<file path="config.mk">
export PLATFORM = sky130hd
export DESIGN_NAME = assembly_source_tokenizer_core
export DESIGN_NICKNAME = d
export VERILOG_FILES = /design/src/ast_pkg.sv /design/src/ast_scan.sv /design/src/ast_rq.sv /design/src/assembly_source_tokenizer_core.sv
export SDC_FILE = /design/constraint.sdc
export NUM_CORES = 1
export LEC_CHECK = 0
export BUFFER_PORTS_ARGS = -buffer_cell sky130_fd_sc_hd__buf_2
export CAP_MARGIN = 10
export CORE_ASPECT_RATIO = 1.75
export CORE_MARGIN = 10
export CORE_UTILIZATION = 65
export DETAILED_ROUTE_END_ITERATION = 12
export MAX_ROUTING_LAYER = met4
export PLACE_DENSITY_LB_ADDON = 0.05
export SYNTH_ARGS = -nofsm -noshare
export SYNTH_HDL_FRONTEND = slang
export SYNTH_SLANG_ARGS = --single-unit
</file>
<file path="constraint.sdc">
create_clock -name clk_i -period 7 [get_ports clk_i]
set_input_delay 0.35 -clock clk_i [delete_from_list [all_inputs] [get_ports clk_i]]
set_output_delay 0.35 -clock clk_i [all_outputs]
set_load 0.02 [all_outputs]
</file>
<file path="src/ast_pkg.sv">
// Shared constants, character codes and byte classifiers for the assembly
// source tokenizer. No dependencies.
package ast_pkg;

  localparam int unsigned POSITION_BITS_DEF = 20;
  localparam int unsigned LINE_BITS_DEF     = 16;
  localparam int unsigned CFG_W             = 16;
  localparam int unsigned KIND_W            = 5;
  localparam int unsigned RQ_DEPTH          = 4;

  localparam logic [CFG_W-1:0] FIRST_LINE_RST = 16'd1;

  // token kinds
  localparam logic [KIND_W-1:0] KIND_LPAREN   = 5'd0;
  localparam logic [KIND_W-1:0] KIND_RPAREN   = 5'd1;
  localparam logic [KIND_W-1:0] KIND_LBRACK   = 5'd2;
  localparam logic [KIND_W-1:0] KIND_RBRACK   = 5'd3;
  localparam logic [KIND_W-1:0] KIND_COMMA    = 5'd4;
  localparam logic [KIND_W-1:0] KIND_DOT      = 5'd5;
  localparam logic [KIND_W-1:0] KIND_MINUS    = 5'd6;
  localparam logic [KIND_W-1:0] KIND_PLUS     = 5'd7;
  localparam logic [KIND_W-1:0] KIND_COLON    = 5'd8;
  localparam logic [KIND_W-1:0] KIND_SEMI     = 5'd9;
  localparam logic [KIND_W-1:0] KIND_SLASH    = 5'd10;
  localparam logic [KIND_W-1:0] KIND_PERCENT  = 5'd11;
  localparam logic [KIND_W-1:0] KIND_DOLLAR   = 5'd12;
  localparam logic [KIND_W-1:0] KIND_HEX      = 5'd13;
  localparam logic [KIND_W-1:0] KIND_NUMBER   = 5'd14;
  localparam logic [KIND_W-1:0] KIND_IDENT    = 5'd15;
  localparam logic [KIND_W-1:0] KIND_COMMENT  = 5'd16;
  localparam logic [KIND_W-1:0] KIND_EOF      = 5'd17;

  // character codes
  localparam logic [7:0] CH_H       = 8'h68;
  localparam logic [7:0] CH_SLASH   = 8'h2f;
  localparam logic [7:0] CH_NL      = 8'h0a;
  localparam logic [7:0] CH_US      = 8'h5f;
  localparam logic [7:0] CH_DOLLAR  = 8'h24;
  localparam logic [7:0] CH_PERCENT = 8'h25;
  localparam logic [7:0] CH_LPAREN  = 8'h28;
  localparam logic [7:0] CH_RPAREN  = 8'h29;
  localparam logic [7:0] CH_LBRACK  = 8'h5b;
  localparam logic [7:0] CH_RBRACK  = 8'h5d;
  localparam logic [7:0] CH_COMMA   = 8'h2c;
  localparam logic [7:0] CH_DOT     = 8'h2e;
  localparam logic [7:0] CH_MINUS   = 8'h2d;
  localparam logic [7:0] CH_PLUS    = 8'h2b;
  localparam logic [7:0] CH_COLON   = 8'h3a;
  localparam logic [7:0] CH_SEMI    = 8'h3b;

  typedef struct packed {
    logic              hit;
    logic [KIND_W-1:0] kind;
  } punct_t;

  function automatic logic is_digit(input logic [7:0] c);
    return (c >= 8'h30) && (c <= 8'h39);
  endfunction

  function automatic logic is_alpha(input logic [7:0] c);
    return ((c >= 8'h61) && (c <= 8'h7a)) || ((c >= 8'h41) && (c <= 8'h5a)) || (c == CH_US);
  endfunction

  function automatic punct_t punct_lookup(input logic [7:0] c);
    punct_t r;
    r.hit  = 1'b1;
    r.kind = KIND_LPAREN;
    case (c)
      CH_LPAREN:  r.kind = KIND_LPAREN;
      CH_RPAREN:  r.kind = KIND_RPAREN;
      CH_LBRACK:  r.kind = KIND_LBRACK;
      CH_RBRACK:  r.kind = KIND_RBRACK;
      CH_COMMA:   r.kind = KIND_COMMA;
      CH_DOT:     r.kind = KIND_DOT;
      CH_MINUS:   r.kind = KIND_MINUS;
      CH_PLUS:    r.kind = KIND_PLUS;
      CH_COLON:   r.kind = KIND_COLON;
      CH_SEMI:    r.kind = KIND_SEMI;
      CH_PERCENT: r.kind = KIND_PERCENT;
      CH_DOLLAR:  r.kind = KIND_DOLLAR;
      default:    r.hit  = 1'b0;
    endcase
    return r;
  endfunction

endpackage

</file>
<file path="src/ast_scan.sv">
// Scanner core: mode, lexeme start, byte position and line counter, plus
// the logic that turns one item into up to two packed results. Uses ast_pkg.
module ast_scan
  import ast_pkg::*;
#(
  parameter int unsigned POSITION_BITS = POSITION_BITS_DEF,
  parameter int unsigned LINE_BITS     = LINE_BITS_DEF,
  localparam int unsigned RES_W        = KIND_W + 2 * POSITION_BITS + LINE_BITS + 1
) (
  input  logic                 clk_i,
  input  logic                 rst_ni,
  input  logic                 acc_i,
  input  logic                 eof_i,
  input  logic [7:0]           byte_i,
  input  logic [LINE_BITS-1:0] first_line_i,
  output logic [1:0]           emit_num_o,
  output logic [RES_W-1:0]     res0_o,
  output logic [RES_W-1:0]     res1_o
);

  typedef enum logic [2:0] {
    MODE_IDLE    = 3'd0,
    MODE_SLASH   = 3'd1,
    MODE_NUMBER  = 3'd2,
    MODE_IDENT   = 3'd3,
    MODE_COMMENT = 3'd4
  } mode_e;

  mode_e                    mode_q, mode_d;
  logic [POSITION_BITS-1:0] start_q, start_d;
  logic [POSITION_BITS-1:0] pos_q, pos_d;
  logic [LINE_BITS-1:0]     line_q, line_d;

  logic [POSITION_BITS-1:0] span;
  logic                     pend_hit, sec_hit, fresh;
  logic [KIND_W-1:0]        pend_kind, sec_kind;
  logic [POSITION_BITS-1:0] pend_len, sec_off, sec_len;
  punct_t                   pk;
  logic [RES_W-1:0]         pend_word, sec_word;

  assign span = (pos_q >= start_q) ? (pos_q - start_q) : '0;
  assign pk   = punct_lookup(byte_i);

  always_comb begin
    mode_d    = mode_q;
    start_d   = start_q;
    pos_d     = (pos_q != '1) ? (pos_q + POSITION_BITS'(1)) : pos_q;
    line_d    = line_q;
    pend_hit  = 1'b0;
    pend_kind = KIND_NUMBER;
    pend_len  = span;
    sec_hit   = 1'b0;
    sec_kind  = pk.kind;
    sec_off   = pos_q;
    sec_len   = POSITION_BITS'(1);
    fresh     = 1'b0;

    if (eof_i) begin
      unique case (mode_q)
        MODE_SLASH:   begin pend_hit = 1'b1; pend_kind = KIND_SLASH;   end
        MODE_NUMBER:  begin pend_hit = 1'b1; pend_kind = KIND_NUMBER;  end
        MODE_IDENT:   begin pend_hit = 1'b1; pend_kind = KIND_IDENT;   end
        MODE_COMMENT: begin pend_hit = 1'b1; pend_kind = KIND_COMMENT; end
        default:      pend_hit = 1'b0;
      endcase
      sec_hit  = 1'b1;
      sec_kind = KIND_EOF;
      sec_len  = '0;
      mode_d   = MODE_IDLE;
      start_d  = '0;
      pos_d    = '0;
      line_d   = first_line_i;
    end else begin
      unique case (mode_q)
        MODE_SLASH: begin
          if (byte_i == CH_SLASH) begin
            mode_d = MODE_COMMENT;
          end else begin
            pend_hit  = 1'b1;
            pend_kind = KIND_SLASH;
            fresh     = 1'b1;
          end
        end
        MODE_NUMBER: begin
          if (byte_i == CH_H) begin
            // suffix belongs to the token and is consumed here
            pend_hit  = 1'b1;
            pend_kind = KIND_HEX;
            pend_len  = span + POSITION_BITS'(1);
            mode_d    = MODE_IDLE;
          end else if (!is_digit(byte_i)) begin
            pend_hit  = 1'b1;
            pend_kind = KIND_NUMBER;
            fresh     = 1'b1;
          end
        end
        MODE_IDENT: begin
          if (!(is_alpha(byte_i) || is_digit(byte_i))) begin
            pend_hit  = 1'b1;
            pend_kind = KIND_IDENT;
            fresh     = 1'b1;
          end
        end
        MODE_COMMENT: begin
          if (byte_i == CH_NL) begin
            pend_hit  = 1'b1;
            pend_kind = KIND_COMMENT;
            fresh     = 1'b1;
          end
        end
        default: fresh = 1'b1;
      endcase

      if (fresh) begin
        mode_d = MODE_IDLE;
        if (pk.hit) begin
          sec_hit = 1'b1;
        end else if (byte_i == CH_SLASH) begin
          mode_d  = MODE_SLASH;
          start_d = pos_q;
        end else if (byte_i == CH_NL) begin
          if (line_q != '1) line_d = line_q + LINE_BITS'(1);
        end else if (is_digit(byte_i)) begin
          mode_d  = MODE_NUMBER;
          start_d = pos_q;
        end else if (is_alpha(byte_i)) begin
          mode_d  = MODE_IDENT;
          start_d = pos_q;
        end
      end
    end
  end

  // every result of an item carries the line count from before the item
  assign pend_word = {pend_kind, start_q, pend_len, line_q, !sec_hit};
  assign sec_word  = {sec_kind, sec_off, sec_len, line_q, 1'b1};

  assign emit_num_o = acc_i ? (2'(pend_hit) + 2'(sec_hit)) : 2'd0;
  assign res0_o     = pend_hit ? pend_word : sec_word;
  assign res1_o     = sec_word;

  always_ff @(posedge clk_i or negedge rst_ni) begin
    if (!rst_ni) begin
      mode_q  <= MODE_IDLE;
      start_q <= '0;
      pos_q   <= '0;
      line_q  <= LINE_BITS'(FIRST_LINE_RST);
    end else if (acc_i) begin
      mode_q  <= mode_d;
      start_q <= start_d;
      pos_q   <= pos_d;
      line_q  <= line_d;
    end
  end

  a_eof_emits : assert property (@(posedge clk_i) disable iff (!rst_ni)
    (acc_i && eof_i) |-> (emit_num_o != 2'd0))
    else $error("end of input produced no result");

  a_eof_restart : assert property (@(posedge clk_i) disable iff (!rst_ni)
    (acc_i && eof_i) |=> (pos_q == '0 && mode_q == MODE_IDLE && line_q == $past(first_line_i)))
    else $error("stream did not restart after end of input");

  a_pos_mono : assert property (@(posedge clk_i) disable iff (!rst_ni)
    (acc_i && !eof_i) |=> (pos_q >= $past(pos_q)))
    else $error("byte position went backwards");

endmodule

</file>
<file path="src/ast_rq.sv">
// Result queue: small circular buffer that takes up to two results per
// cycle and hands out one per cycle. Uses ast_pkg for its depth.
module ast_rq
  import ast_pkg::*;
#(
  parameter int unsigned DW = 62
) (
  input  logic          clk_i,
  input  logic          rst_ni,
  input  logic [1:0]    push_num_i,
  input  logic [DW-1:0] push0_i,
  input  logic [DW-1:0] push1_i,
  input  logic          pop_i,
  output logic [DW-1:0] head_o,
  output logic          valid_o,
  output logic          space_o
);

  localparam int unsigned PTR_W = $clog2(RQ_DEPTH);
  localparam int unsigned CNT_W = $clog2(RQ_DEPTH + 1);

  logic [DW-1:0]    mem_q [RQ_DEPTH];
  logic [PTR_W-1:0] wptr_q, rptr_q;
  logic [CNT_W-1:0] count_q;
  logic [PTR_W-1:0] wptr_nx;

  assign wptr_nx = wptr_q + PTR_W'(1);
  assign head_o  = mem_q[rptr_q];
  assign valid_o = (count_q != '0);
  // room for the worst case of two results
  assign space_o = (count_q <= CNT_W'(RQ_DEPTH - 2));

  always_ff @(posedge clk_i) begin
    if (push_num_i != 2'd0) mem_q[wptr_q] <= push0_i;
    if (push_num_i == 2'd2) mem_q[wptr_nx] <= push1_i;
  end

  always_ff @(posedge clk_i or negedge rst_ni) begin
    if (!rst_ni) begin
      wptr_q  <= '0;
      rptr_q  <= '0;
      count_q <= '0;
    end else begin
      wptr_q  <= wptr_q + PTR_W'(push_num_i);
      if (pop_i) rptr_q <= rptr_q + PTR_W'(1);
      count_q <= count_q + CNT_W'(push_num_i) - CNT_W'(pop_i);
    end
  end

  a_no_overflow : assert property (@(posedge clk_i) disable iff (!rst_ni)
    (push_num_i != 2'd0) |-> (count_q + CNT_W'(push_num_i) <= CNT_W'(RQ_DEPTH)))
    else $error("result queue overflow");

  a_no_underflow : assert property (@(posedge clk_i) disable iff (!rst_ni)
    pop_i |-> valid_o)
    else $error("pop from empty result queue");

  a_drain : assert property (@(posedge clk_i) disable iff (!rst_ni)
    (pop_i && push_num_i == 2'd0) |=> (count_q == $past(count_q) - CNT_W'(1)))
    else $error("result count did not drop on pop");

endmodule

</file>
<file path="src/assembly_source_tokenizer_core.sv">
// Tokens of an accepted item are written into the result queue and offered at the output in order.
// Throughput: one item per cycle; results leave one per cycle while the receiver does not
// stall, so the two tokens of one item leave one after the other. The input stalls while the
// four-entry result queue has fewer than two free slots.
// Reset: mode idle, positions zero, queue empty, first line number and line
// counter set to 1.
module assembly_source_tokenizer_core
  import ast_pkg::*;
#(
  parameter int unsigned POSITION_BITS = POSITION_BITS_DEF,
  parameter int unsigned LINE_BITS     = LINE_BITS_DEF
) (
  input  logic                     clk_i,
  input  logic                     rst_ni,
  input  logic                     in_valid_i,
  output logic                     in_stall_o,
  input  logic                     req_type_i,
  input  logic [7:0]               source_byte_i,
  output logic                     out_valid_o,
  input  logic                     out_stall_i,
  output logic [KIND_W-1:0]        token_kind_o,
  output logic [POSITION_BITS-1:0] token_offset_o,
  output logic [POSITION_BITS-1:0] token_length_o,
  output logic [LINE_BITS-1:0]     token_line_o,
  output logic                     run_last_o,
  input  logic                     cfg_valid_i,
  output logic                     cfg_ready_o,
  input  logic [CFG_W-1:0]         cfg_data_i
);

  localparam int unsigned RES_W = KIND_W + 2 * POSITION_BITS + LINE_BITS + 1;

  logic [CFG_W-1:0] first_line_q;
  logic             acc, space, pop;
  logic [1:0]       emit_num;
  logic [RES_W-1:0] res0, res1, head;

  assign cfg_ready_o = 1'b1;
  assign in_stall_o  = !space;
  assign acc         = in_valid_i && space;
  assign pop         = out_valid_o && !out_stall_i;

  always_ff @(posedge clk_i or negedge rst_ni) begin
    if (!rst_ni) begin
      first_line_q <= FIRST_LINE_RST;
    end else if (cfg_valid_i && cfg_ready_o) begin
      first_line_q <= cfg_data_i;
    end
  end

  ast_scan #(
    .POSITION_BITS(POSITION_BITS),
    .LINE_BITS    (LINE_BITS)
  ) u_scan (
    .clk_i       (clk_i),
    .rst_ni      (rst_ni),
    .acc_i       (acc),
    .eof_i       (req_type_i),
    .byte_i      (source_byte_i),
    .first_line_i(LINE_BITS'(first_line_q)),
    .emit_num_o  (emit_num),
    .res0_o      (res0),
    .res1_o      (res1)
  );

  ast_rq #(
    .DW(RES_W)
  ) u_rq (
    .clk_i     (clk_i),
    .rst_ni    (rst_ni),
    .push_num_i(emit_num),
    .push0_i   (res0),
    .push1_i   (res1),
    .pop_i     (pop),
    .head_o    (head),
    .valid_o   (out_valid_o),
    .space_o   (space)
  );

  assign {token_kind_o, token_offset_o, token_length_o, token_line_o, run_last_o} = head;

endmodule

</file>
== Yosys cells after proc, flatten, opt, wreduce, memory -nomap -nowiden ==
Memories as Yosys holds them, arrays and structs flattened.
Index checks and enable logic that the tools add are counted.

* Add/subtract/negate cells: 10
* Magnitude comparators: 8
* Equal/unequal tests: 28
* Muxes and demuxes: 60
* Reduce and logical (&&, ||, !) cells: 25

{| class="wikitable"
|+ Operators by type and width
! operator !! count
|-
| $mux 20 || 13
|-
| $mux 16 || 6
|-
| $eq 8x6->1 const B || 11
|-
| $mux 62 || 1
|-
| $pmux 4 s11 || 1
|-
| $add 20x1->20 const B || 2
|-
| $eq 8x7->1 const B || 4
|-
| $mux 3 || 9
|-
| $ge 20x20->1 || 1
|-
| $ne 20x20->1 const B || 1
|-
| $pmux 5 s4 || 1
|-
| $sub 20x20->20 || 1
|-
| $mux 1 || 19
|-
| $add 16x1->16 const B || 1
|-
| $ge 8x7->1 const B || 2
|-
| $le 8x7->1 const B || 2
|-
| $ne 16x16->1 const B || 1
|-
| $mux 5 || 3
|-
| $pmux 5 s3 || 1
|-
| $reduce_or 12->1 || 1
|-
| $reduce_bool 2->1 || 5
|-
| $eq 8x4->1 const B || 1
|-
| $ge 8x6->1 const B || 1
|-
| $le 8x6->1 const B || 1
|-
| 26 further kinds || 42
|}

* Register bits after elaboration: 82
* Memory bits (writable): 248
* Bits of input ports: 30
* Output and inout bits: 65
* Word-level logic and storage cells: 140
* Memories kept: 1

{| class="wikitable"
|+ Memories
! memory !! words !! bits a word !! read ports !! clocked after Yosys merged registers in !! wr ports !! line !! source
|-
| u_rq.mem_q || 4 || 62 || 1 || 0 || 2 || ast_rq.sv:22 || <nowiki>logic [DW-1:0] mem_q [RQ_DEPTH];</nowiki>
|}

== Depth between registers and ports, before layout ==
* Depth after elaboration: 15
* Gate-level depth with buffers: 19
* Gate-level depth less buffers: 16

== Hierarchy ==
From an unflattened synthesis, not the netlist that was laid out.

* Cell total of the unflattened synthesis: 1429
* Area total of the unflattened synthesis: 18739.2 um2

{| class="wikitable"
|+ Modules (own cells, without submodules)
! module !! times used !! cells an instance !! area an instance (um2) !! seq. area each (um2)
|-
| ast_rq || 1 || 639 || 12345.6 || 7622.3
|-
| ast_scan || 1 || 751 || 5715.5 || 1477.7
|-
| assembly_source_tokenizer_core || 1 || 39 || 678.2 || 401.6
|}

== Worst setup path after synthesis ==
No wires, ideal clock.

* Path type: input to register
* Start point: input source_byte_i[1]
* End point: memory u_rq.mem_q[1][10] (enable)
* Setup time: 0.419 ns
* Arrival time: 4.503 ns
* Required time: 6.581 ns
* Path slack: 2.078 ns
* Stages: 16
* Path buffers: 5
* Cell sequence: buf_2 -> nor2_1 -> and3b_1 -> nor4b_2 -> a211oi_1 -> o21ba_1 -> o21a_1 -> buf_2 -> inv_2 -> buf_2 -> ha_1 -> or4_1 -> clkbuf_1 -> and2_1 -> inv_1 -> clkbuf_1

{| class="wikitable"
|+ RTL lines
! what !! line !! source
|-
| from (decl) || assembly_source_tokenizer_core.sv:18 || <nowiki>input logic [7:0] source_byte_i,</nowiki>
|-
| to (decl) || ast_rq.sv:22 ||
|}

==> results.txt <==
status: finished clean
Tot Pwr: 7.71 mW
Leakage: 7.04 nW
Final Skew: 0.0172 ns
fraction of layout cells with a size suffix above 1: 0.176
Critical-path top delay cell: inv_2
final setup fails: 0
Clock Path Buffers: 3
CP required: 7.26 ns
Post-synth ARST share: 0.248
gr ovfl total: 0
largest net degree at the start of global routing: 76
Global Route Usage Sum: 0.271
Initial Util: 0.655
multi-input logic area: 0.00754 sq mm
Setup TNS: 0 ns
Fill cells: 1867
DR DRC count: 0
most common cell after layout, fill and taps aside: nand2_1
Clock Tree Root: clkbuf_16
grt peak-use layer: met2
vias post-DR: 12584
CTS tree: yes
antenna-violating nets left: 0
WS Path Type: reg -> reg
Synth cell types: 86
postcts setup bufs: 0
drt first pass iters: 6
synthesized netlist cell count: 1552
type of the tightest min-delay check: in -> reg
critical path's top delay family: buffers and inverters
Slew @ Worst Pin: 1.12 ns
total CTS buffers: 29
Worst slew margin: 0.254
Max-Cap Viols: 0
First DRT Iteration DRCs: 996
synth warn: 0
final hold vios: 0
EDFF count, synth: 168
GR Util met3: 0.0275
CP Launch Type: flop
Worst-path clk slew: 0.06 ns
crit share post-route: 0.677
clk sinks: 330
area grow syn2layout: 9.95%
GR Util met1: 0.300
Final GP Congestion: 0.939
diode count: 0
Core Region: 0.0258 sq mm
hpwl dp: 30300 um
min cycle time layout: 4.74 ns
crit-path cells: nand2b_1 -> a211oi_1 -> o21ba_1 -> o21a_1 -> inv_2 -> ha_1 -> nor2_1 -> nor2_1 -> nand3_1 -> and2_1 -> buf_4 -> inv_2 -> buf_4
Max FO, Critical Path: 44
floorplan row count: 78
VDD IR max: 0.442 mV
syn_nets: 1612
Nets: 1657
hold_buf cts: 7
I/O Buffers: 93
main flop type after synthesis: edfxtp_1
fin. max-slew vios: 0
FF/Latch Area: 0.00871 sq mm
DIE AREA: 0.0331 sq mm
DR WL/cell: 22.6 um
Pwr Density: 416 mW/mm^2
cts repair resizes: 0
initial antenna violation count: 0
post-DR vias/cell: 6.49
f_max: 0.211 GHz
RSZ-0062 raised after global routing: false
die span in y: 233 um
boundary pin count: 95
Seq/Total Area, Yosys: 0.516
syn_area_per_cell: 10.9 sq um
first-pass GRT wire length: 69300 um
post-synthesis sequential element count: 330
Syn Std Cell Area: 0.0169 sq mm
WP buf/inv: 4
most frequent cells in the layout: nand2_1 (207), edfxtp_1 (168), o21ai_0 (149)
vias in the first global route: 12588
crit path capture type: flop
met2 Track Usage GR: 0.481
Skew-Pair Late Insertion Delay: 0.57 ns
htree depth: 1
Worst EP arrival: 4.99 ns
slowest stage delay, CP: 0.67 ns
final wirelength: 43800 um
Die X: 142 um
[cell type report]
class | instances | share of cell area
flip-flops and latches | 330 | 0.469
multi-input cells | 1065 | 0.406
clock buffers | 40 | 0.0440
repair buffers | 126 | 0.0399
well taps | 320 | 0.0216
clock inverters | 14 | 0.00958
inverters | 45 | 0.00911
[path summary, 6_finish.rpt]
| path | from | endpoint | depth (start not counted) | slack [ns] |
|---|---|---|---|---|
| max in group asynchronous | rst_ni | u_scan.start_q[11]$_DFFE_PN0P_ | 3 | 5.65 |
| min in group asynchronous | rst_ni | u_rq.count_q[0]$_DFF_PN0_ | 2 | 0.15 |
| hold reg to reg | u_rq.mem_q[3][35]$_SDFFE_PP0P_ | u_rq.mem_q[3][35]$_SDFFE_PP0P_ | 2 | 0.45 |
| hold / removal | cfg_data_i[3] | first_line_q[3]$_DFFE_PN0P_ | 2 | 0.02 |
| setup / recovery | u_scan.mode_q[2]$_DFFE_PN0P_ | u_rq.mem_q[2][54]$_DFFE_PP_ | 13 | 2.26 |
| setup reg to reg | u_scan.mode_q[2]$_DFFE_PN0P_ | u_rq.mem_q[2][54]$_DFFE_PP_ | 13 | 2.26 |
[cells in the mapped netlist (all sizes together) (40+ instances only)]
master,n,share of area
nand2,207,0.046
edfxtp,168,0.30
o21ai,158,0.047
nor2,83,0.019
clkbuf,82,0.018
dfrtp,80,0.12
dfxtp,80,0.095
and2,75,0.028
mux4,62,0.083
a21oi,51,0.016
inv,45,0.010
a22o,43,0.022
o22ai,41,0.015
nand3,40,0.012
[through the flow]
| step | hold WS, ns | setup slack (ns) | util | cells | area (sq um) |
|---|---|---|---|---|---|
| CTS | 0.00728 | 2.36 | 0.719 | 1939 | 18500 |
| finish | 0.0249 | 2.26 | 0.720 | 1940 | 18600 |
| floorplan | 0.0544 | 2.08 | - | 1552 | 16900 |
| global route | 0.0213 | 2.01 | 0.720 | 1940 | 18600 |
| global placement | 0.176 | 1.89 | 0.678 | 1878 | 17500 |
| detailed placement | 0.181 | 1.80 | 0.678 | 1878 | 17500 |
[cell families after synthesis]
kind of cell / Yosys count / synth area share
other: 1 / 0.000222
AO/OA/AOI/OAI: 364 / 0.136
multiplexers: 100 / 0.107
flip-flops: 330 / 0.516
XOR/XNOR: 47 / 0.0244
adder cells (fa/ha/maj): 31 / 0.0237
buffers and inverters: 157 / 0.0377
AND/OR/NAND/NOR: 522 / 0.156
[sequential cells by signal, summed over array words and instances, names as in the netlist]
register and count:
u_scan.line_q 16, u_rq.rptr_q 2, u_scan.pos_q 20, u_rq.wptr_q 2, u_scan.mode_q 3, u_scan.start_q 20
u_rq.mem_q 248, first_line_q 16, u_rq.count_q 3
[power by group]
part	switching (mW)	total, mW	internal, mW
clock network	0.704	1.67	0.964
logic	2.05	3.30	1.25
registers	0.343	2.75	2.41
[layer usage]
layer  vias to the layer above  wire length [um]  part of all wire
li1                       5771                 -                 -
met1                      6167             15600              0.36
met2                       523             23900              0.54
met3                       123              2300             0.052
met4                         0              2060             0.047
met5                         -                 0                 0
No activity file was read; power rests on OpenSTA's default activity.
